### src/mm_pkg.sv
`timescale 1ns / 1ps
// Package for the matrix multiply block: widths, codes and the types
// shared by the controller, the datapath, the top level and the checker.
// No dependencies.
package mm_pkg;

  localparam int MAX_DIM = 8;                 // largest row/column count
  localparam int IDX_W   = 3;                 // row/column index width
  localparam int DIM_W   = 4;                 // dimension register width
  localparam int ADDR_W  = 2 * IDX_W;         // store address: {row, col}
  localparam int DEPTH   = MAX_DIM * MAX_DIM; // entries per store
  localparam int ELEM_W  = 16;                // Q8.8 element
  localparam int PROD_W  = 2 * ELEM_W;        // Q16.16 product
  localparam int ACC_W   = 35;                // exact sum of MAX_DIM products
  localparam int CFG_IDX_W = 2;

  // Item action codes
  localparam logic [1:0] ACT_WR_A    = 2'd0;
  localparam logic [1:0] ACT_WR_B    = 2'd1;
  localparam logic [1:0] ACT_COMPUTE = 2'd2;

  // Configuration register indexes
  localparam logic [CFG_IDX_W-1:0] REG_ROWS_A    = 2'd0;
  localparam logic [CFG_IDX_W-1:0] REG_INNER_DIM = 2'd1;
  localparam logic [CFG_IDX_W-1:0] REG_COLS_B    = 2'd2;

  typedef struct packed {
    logic [1:0]              action;
    logic [IDX_W-1:0]        row_index;
    logic [IDX_W-1:0]        col_index;
    logic signed [ELEM_W-1:0] element;
  } mm_in_t;

  typedef struct packed {
    logic signed [ACC_W-1:0] product_element;
    logic [IDX_W-1:0]        out_row;
    logic [IDX_W-1:0]        out_col;
    logic                    last;
  } mm_out_t;

  typedef struct packed {
    logic [DIM_W-1:0] rows_a;
    logic [DIM_W-1:0] inner_dim;
    logic [DIM_W-1:0] cols_b;
  } mm_dims_t;

  // Tag carried alongside each multiply-accumulate
  typedef struct packed {
    logic [IDX_W-1:0] row;
    logic [IDX_W-1:0] col;
    logic             first;
    logic             last_k;
    logic             last_elem;
  } mm_tag_t;

  // Controller -> datapath
  typedef struct packed {
    logic             wr_a;
    logic             wr_b;
    logic             rd_valid;
    logic [IDX_W-1:0] rd_k;
    mm_tag_t          tag;
  } mm_cmd_t;

  // Datapath -> controller
  typedef struct packed {
    logic pipe_active;
  } mm_status_t;

  typedef enum logic [1:0] {
    ST_IDLE,
    ST_ISSUE,
    ST_DRAIN
  } mm_state_e;

  // Effective dimension minus one: 0 acts as 1, anything above MAX_DIM as MAX_DIM.
  function automatic logic [IDX_W-1:0] eff_m1(input logic [DIM_W-1:0] r);
    logic [DIM_W-1:0] v;
    if (r == '0) begin
      v = DIM_W'(1);
    end else if (r > DIM_W'(MAX_DIM)) begin
      v = DIM_W'(MAX_DIM);
    end else begin
      v = r;
    end
    return IDX_W'(v - DIM_W'(1));
  endfunction

endpackage

### src/matrix_multiply.sv
`timescale 1ns / 1ps
// Top level of the matrix multiply C = A x B on signed Q8.8 elements.
// Holds the dimension registers; instantiates mm_ctrl and mm_datapath (mm_pkg).
//
// Items are taken when start is high and busy is low. A write item (A or B
// element, addressed by row and column) is dropped when it lies outside the
// configured dimensions. A compute item runs one multiply-accumulate per cycle
// through a single 16x16 multiplier and holds busy until the pipeline drains;
// results come out on result_o in row-major order. Each result shows on
// result_o for exactly one cycle with strobe high and cannot be held off; the
// final one carries last.
// Results are exact Q.16 sums, 35 bits signed. Elements read by a compute
// must have been written before; the stores are not cleared by reset.
// Dimension registers (0 acts as 1, above 8 acts as 8) must be written through
// cfg_we_i / cfg_idx_i / cfg_data_i only while idle; the block does not check.
module matrix_multiply import mm_pkg::*; (
  input  logic                 clk_i,
  input  logic                 rst_ni,
  // item port
  input  logic                 start,
  input  mm_in_t               item_i,
  output logic                 busy,
  // result port
  output logic                 strobe,
  output mm_out_t              result_o,
  // configuration
  input  logic                 cfg_we_i,
  input  logic [CFG_IDX_W-1:0] cfg_idx_i,
  input  logic [DIM_W-1:0]     cfg_data_i
);

  mm_dims_t   dims_q;
  mm_cmd_t    cmd;
  mm_status_t status;

  // Dimension registers keep the bits written; clamping happens in the controller
  always_ff @(posedge clk_i or negedge rst_ni) begin
    if (!rst_ni) begin
      dims_q.rows_a    <= DIM_W'(MAX_DIM);
      dims_q.inner_dim <= DIM_W'(MAX_DIM);
      dims_q.cols_b    <= DIM_W'(MAX_DIM);
    end else if (cfg_we_i) begin
      if (cfg_idx_i == REG_ROWS_A) begin
        dims_q.rows_a <= cfg_data_i;
      end else if (cfg_idx_i == REG_INNER_DIM) begin
        dims_q.inner_dim <= cfg_data_i;
      end else if (cfg_idx_i == REG_COLS_B) begin
        dims_q.cols_b <= cfg_data_i;
      end
    end
  end

  // Sequencer: write checks and the i/j/k walk
  mm_ctrl u_ctrl (
    .clk_i    (clk_i),
    .rst_ni   (rst_ni),
    .start    (start),
    .item_i   (item_i),
    .dims_i   (dims_q),
    .status_i (status),
    .busy     (busy),
    .cmd_o    (cmd)
  );

  // Stores, read -> multiply -> accumulate, result register
  mm_datapath u_dp (
    .clk_i    (clk_i),
    .rst_ni   (rst_ni),
    .item_i   (item_i),
    .cmd_i    (cmd),
    .status_o (status),
    .strobe   (strobe),
    .result_o (result_o)
  );

endmodule

### src/mm_ctrl.sv
`timescale 1ns / 1ps
// Controller for the matrix multiply: accepts items, range-checks writes and
// walks i/j/k over the result. Depends on mm_pkg.
module mm_ctrl import mm_pkg::*; (
  input  logic       clk_i,
  input  logic       rst_ni,
  input  logic       start,
  input  mm_in_t     item_i,
  input  mm_dims_t   dims_i,
  input  mm_status_t status_i,
  output logic       busy,
  output mm_cmd_t    cmd_o
);

  mm_state_e        state_q, state_d;
  logic [IDX_W-1:0] i_q, i_d, j_q, j_d, k_q, k_d;
  logic [IDX_W-1:0] nr_m1, nk_m1, nc_m1;
  logic             last_k;

  assign nr_m1  = eff_m1(dims_i.rows_a);
  assign nk_m1  = eff_m1(dims_i.inner_dim);
  assign nc_m1  = eff_m1(dims_i.cols_b);
  assign last_k = (k_q == nk_m1);

  always_ff @(posedge clk_i or negedge rst_ni) begin
    if (!rst_ni) begin
      state_q <= ST_IDLE;
      i_q     <= '0;
      j_q     <= '0;
      k_q     <= '0;
    end else begin
      state_q <= state_d;
      i_q     <= i_d;
      j_q     <= j_d;
      k_q     <= k_d;
    end
  end

  always_comb begin
    state_d = state_q;
    i_d     = i_q;
    j_d     = j_q;
    k_d     = k_q;
    cmd_o   = '0;
    busy    = (state_q != ST_IDLE);
    unique case (state_q)
      ST_IDLE: begin
        if (start) begin
          if (item_i.action == ACT_WR_A) begin
            cmd_o.wr_a = (item_i.row_index <= nr_m1) && (item_i.col_index <= nk_m1);
          end else if (item_i.action == ACT_WR_B) begin
            cmd_o.wr_b = (item_i.row_index <= nk_m1) && (item_i.col_index <= nc_m1);
          end else if (item_i.action == ACT_COMPUTE) begin
            state_d = ST_ISSUE;
            i_d     = '0;
            j_d     = '0;
            k_d     = '0;
          end
        end
      end
      ST_ISSUE: begin
        cmd_o.rd_valid      = 1'b1;
        cmd_o.rd_k          = k_q;
        cmd_o.tag.row       = i_q;
        cmd_o.tag.col       = j_q;
        cmd_o.tag.first     = (k_q == '0);
        cmd_o.tag.last_k    = last_k;
        cmd_o.tag.last_elem = last_k && (i_q == nr_m1) && (j_q == nc_m1);
        if (!last_k) begin
          k_d = k_q + IDX_W'(1);
        end else begin
          k_d = '0;
          if (j_q != nc_m1) begin
            j_d = j_q + IDX_W'(1);
          end else begin
            j_d = '0;
            if (i_q != nr_m1) begin
              i_d = i_q + IDX_W'(1);
            end else begin
              state_d = ST_DRAIN;
            end
          end
        end
      end
      ST_DRAIN: begin
        if (!status_i.pipe_active) begin
          state_d = ST_IDLE;
        end
      end
      default: begin
        state_d = ST_IDLE;
      end
    endcase
  end

endmodule

### src/mm_datapath.sv
`timescale 1ns / 1ps
// Datapath for the matrix multiply: A and B stores, registered reads,
// a registered multiplier and the exact accumulator. Depends on mm_pkg.
module mm_datapath import mm_pkg::*; (
  input  logic       clk_i,
  input  logic       rst_ni,
  input  mm_in_t     item_i,
  input  mm_cmd_t    cmd_i,
  output mm_status_t status_o,
  output logic       strobe,
  output mm_out_t    result_o
);

  logic signed [ELEM_W-1:0] a_mem [DEPTH];
  logic signed [ELEM_W-1:0] b_mem [DEPTH];

  logic [ADDR_W-1:0]        wr_addr, a_raddr, b_raddr;
  logic signed [ELEM_W-1:0] a_rd_q, b_rd_q;
  logic signed [PROD_W-1:0] prod_q;
  logic signed [ACC_W-1:0]  acc_q, acc_sum;
  mm_tag_t                  s1_tag_q, s2_tag_q;
  logic                     s1_v_q, s2_v_q, strobe_q;
  mm_out_t                  res_q;

  assign wr_addr = {item_i.row_index, item_i.col_index};
  assign a_raddr = {cmd_i.tag.row, cmd_i.rd_k};
  assign b_raddr = {cmd_i.rd_k, cmd_i.tag.col};

  // Stores: one write and one registered read each
  always_ff @(posedge clk_i) begin
    if (cmd_i.wr_a) begin
      a_mem[wr_addr] <= item_i.element;
    end
    a_rd_q <= a_mem[a_raddr];
  end

  always_ff @(posedge clk_i) begin
    if (cmd_i.wr_b) begin
      b_mem[wr_addr] <= item_i.element;
    end
    b_rd_q <= b_mem[b_raddr];
  end

  // first term restarts the sum
  assign acc_sum = (s2_tag_q.first ? ACC_W'(0) : acc_q) + ACC_W'(prod_q);

  always_ff @(posedge clk_i) begin
    s1_tag_q <= cmd_i.tag;
    s2_tag_q <= s1_tag_q;
    prod_q   <= PROD_W'(a_rd_q) * PROD_W'(b_rd_q);
    if (s2_v_q) begin
      acc_q <= acc_sum;
    end
    if (s2_v_q && s2_tag_q.last_k) begin
      res_q.product_element <= acc_sum;
      res_q.out_row         <= s2_tag_q.row;
      res_q.out_col         <= s2_tag_q.col;
      res_q.last            <= s2_tag_q.last_elem;
    end
  end

  always_ff @(posedge clk_i or negedge rst_ni) begin
    if (!rst_ni) begin
      s1_v_q   <= 1'b0;
      s2_v_q   <= 1'b0;
      strobe_q <= 1'b0;
    end else begin
      s1_v_q   <= cmd_i.rd_valid;
      s2_v_q   <= s1_v_q;
      strobe_q <= s2_v_q && s2_tag_q.last_k;
    end
  end

  assign status_o.pipe_active = s1_v_q | s2_v_q;
  assign strobe               = strobe_q;
  assign result_o             = res_q;

endmodule

### config.mk
export PLATFORM = sky130hd
export DESIGN_NAME = matrix_multiply
export DESIGN_NICKNAME = d
export VERILOG_FILES = /design/src/mm_pkg.sv /design/src/matrix_multiply.sv /design/src/mm_ctrl.sv /design/src/mm_datapath.sv
export SDC_FILE = /design/constraint.sdc
export NUM_CORES = 2
export LEC_CHECK = 0
export ABC_AREA = 1
export BUFFER_PORTS_ARGS = -buffer_cell sky130_fd_sc_hd__buf_2
export CORE_MARGIN = 2
export CORE_UTILIZATION = 58
export CTS_CLUSTER_DIAMETER = 30
export DETAILED_ROUTE_END_ITERATION = 10
export PLACE_DENSITY = 0.8
export SYNTH_ARGS = -nofsm -noshare
export SYNTH_HDL_FRONTEND = slang
export SYNTH_SLANG_ARGS = --single-unit
### constraint.sdc
create_clock -name clk_i -period 5.65 [get_ports clk_i]
set_input_delay 0 -clock clk_i [delete_from_list [all_inputs] [get_ports clk_i]]
set_output_delay 0 -clock clk_i [all_outputs]
set_load 0.01 [all_outputs]
==> flow_metrics.tcl <==
set metrics [dict create \
    routed-via-count 80869 \
    cts.sinks 2233 \
    relSlewSlack 0.0908 \
    grt_pass1_vias 81397 \
    hold_viol 0 \
    critPathArrivalTime_ns 6.25 \
    maxSlewViolCount 0 \
    die_w_um 435 \
    drive_above_1_share 0.0943 \
    clock.fmax_mhz 185 \
    start_util 0.582 \
    firstDrtPassIters 11 \
    synth-seq-cells 2233 \
    post-route-min-period_ns 5.41 \
    final_cells 13890 \
    grt_overflow 0 \
    drc 2 \
    drt-initial-drc-count 12174 \
    fin_crit_sh 0.958 \
    clk_path_buf_depth 4 \
    yosysWarnings 0 \
    crit_fanout 8 \
    cts_tree "built" \
    status "finished with violations" \
    antenna_found_initial 9 \
    place_congestion 0.908 \
    synth-edff-count 2125 \
    syn_nets 11231 \
    max_cap_viol_count 0 \
    clk_latency_ns 1.01 \
    finalSetupViolCount 0 \
    placement.io_buffers 77 \
    via_per_inst 5.82 \
    antenna_left 0 \
    routedWlPerCell_um 22.6 \
    path_clk_slew_ns 0.05 \
    worstPathRequired_ns 6.48 \
    coreArea_um2 185000 \
    violations "DRC" \
    final_cell_area_um2 126000 \
    criticalPathCategory "flip-flop to flip-flop" \
    drt_wl_total_um 314000 \
    end_kind "flip-flop" \
    dp_hpwl_um 179000 \
    h-tree-depth 5 \
    cts_inserted_buffers 415 \
    grt_use_total 0.326 \
    synth_seq_area_share 0.613 \
    worst_pin_slew_ns 1.35 \
    die_h_um 435 \
    synth_cell_type_count 41 \
    syn_area_um2 108000 \
    synthArstFlopShare 0.0116 \
    rsz0062_at_grt "no" \
    ios 78 \
    dieArea_um2 189000 \
    placed_cells 13088 \
    place_area_um2 111000 \
    grt_max_degree 173 \
    start_kind "flip-flop" \
    synth-main-ff-cell "edfxtp_1" \
    grt_pass1_wl_um 471000 \
    synth.avg_cell_area_um2 9.98 \
    synthToLayoutAreaGrowth_pct 16.8 \
    final_common_cell "nand2_1" \
    fin_ws_ns 0.237 \
    skew_ns 0.0866 \
    cts_root_buffer "clkbuf_16" \
    hold_path.class "input port to asynchronous set/reset pin" \
    dp_slack_ns -0.0695 \
    synth_cells 10799 \
    nNetsFinal 11507 \
    rows 158 \
    final_cell_mix "nand2_1, edfxtp_1, inv_1" \
]
==> sequential cells by signal, summed over array words and instances, names as in the netlist, 2 cells and up <==
name	flops
u_dp.a_mem	1024
u_ctrl.state_q	2
u_dp.result_o	42
u_dp.a_rd_q	16
u_dp.s2_tag_q	9
u_dp.prod_q	32
u_dp.acc_q	35
u_ctrl.i_q	3
u_dp.b_rd_q	16
u_dp.s1_tag_q	9
u_ctrl.k_q	3
u_dp.b_mem	1024
u_ctrl.j_q	3
dims_q	12
==> cell usage after synthesis (all sizes together), types with 3 or more instances <==
| master | count | share of area |
|---|---|---|
| o21bai | 12 | 0.00084 |
| buf | 365 | 0.017 |
| o21ai | 86 | 0.0040 |
| xnor2 | 12 | 0.00098 |
| nor2 | 277 | 0.010 |
| dfxtp | 82 | 0.015 |
| o21a | 5 | 0.00035 |
| ha | 135 | 0.016 |
| a31oi | 3 | 0.00017 |
| o211ai | 50 | 0.0035 |
| a21oi | 82 | 0.0038 |
| nand3 | 1939 | 0.090 |
| xor2 | 45 | 0.0037 |
| inv | 2121 | 0.074 |
| dfrtp | 23 | 0.0053 |
| fa | 263 | 0.049 |
| edfxtp | 2125 | 0.59 |
| nand4 | 52 | 0.0030 |
| dfstp | 3 | 0.00073 |
| nor3 | 35 | 0.0016 |
| nand2 | 2883 | 0.10 |
| a21boi | 3 | 0.00021 |
| clkbuf | 174 | 0.0061 |
| a21o | 5 | 0.00035 |
| nand3b | 3 | 0.00021 |
| or2 | 13 | 0.00075 |
==> timing repair <==
item | in CTS | in global routing
hold buffers | 49 | 0
setup buffers | 0 | 1
endpoints found under the setup margin | 2 | 17
pin swaps | 0 | 2
gates resized for setup | 2 | 34
endpoints found under the hold margin | 2027 | 0
==> stage by stage <==
stage	utilization	setup TNS (ns)	hold slack, ns
floorplan	-	0	-0.296
CTS	0.680	0	0.00995
global placement	0.601	0	0.0324
detailed placement	0.601	-0.0695	0.0345
finish	0.680	0	0.0722
global route	0.680	0	0.0828
==> critical path, stage by stage, from the launching register on <==
cell     delay (ns)
dfxtp_2        0.48
nand2_1        0.15
fa_1           0.55
inv_1          0.07
fa_2           0.58
inv_1          0.14
fa_1           0.52
fa_1           0.57
fa_1           0.44
fa_1           0.50
inv_1          0.04
ha_1           0.31
buf_4          0.16
nand2_1        0.14
o21ai_0        0.19
a21oi_1        0.23
nand3_1        0.11
nand2_1        0.08
nand2_1        0.05
==> worst paths after layout <==
path,from,end,slack [ns],depth (start not counted)
min in group clk_i,cfg_idx_i[0],dims_q[5]$_DFFE_PN0P_,0.08,4
max reg2reg,u_dp.b_rd_q[4]$_DFF_P_,u_dp.prod_q[28]$_DFF_P_,0.24,18
min reg2reg,u_dp.s1_tag_q[2]$_SDFF_PN0_,u_dp.s2_tag_q[2]$_DFF_P_,0.33,0
max in group asynchronous,rst_ni,dims_q[11]$_DFFE_PN1P_,5.35,4
max,u_dp.b_rd_q[4]$_DFF_P_,u_dp.prod_q[28]$_DFF_P_,0.24,18
min,rst_ni,dims_q[4]$_DFFE_PN0P_,0.07,4
==> logic make-up (layout without fill, tap and decap cells) <==
kind of cell               after synthesis  after routing  synth area share
AOI/OAI and AO/OA                      246            246            0.0132
DFF                                   2233           2233             0.613
buffers and inverters                 2660           3267            0.0974
adders and majority gates              398            398            0.0645
xor gates and xnor gates                57             57           0.00463
and+or+nand+nor                       5205           5205             0.207
other                                    0              4                 0
==> routing by layer <==
layer	up-vias	GRT usage	routed length, µm
li1	35456	-	-
met1	38024	0.410	109000
met2	6090	0.514	145000
met3	1295	0.0767	39800
met4	4	0.197	20000
met5	-	0	33
==> area by class of cell <==
class                      count  area, µm²
clock buffer                 470      10700
multi-input combinational   5906      31300
fill                       12235      59200
antenna                        4       10.0
clock inverter               278       3330
inverter                    2121       7990
tap                         2480       3100
sequential                  2233      66100
timing repair buffer         398       3260
Power is left out: the tool's default activity adds up to more than one toggle a clock period on the data nets, which glitch-free logic cannot reach.
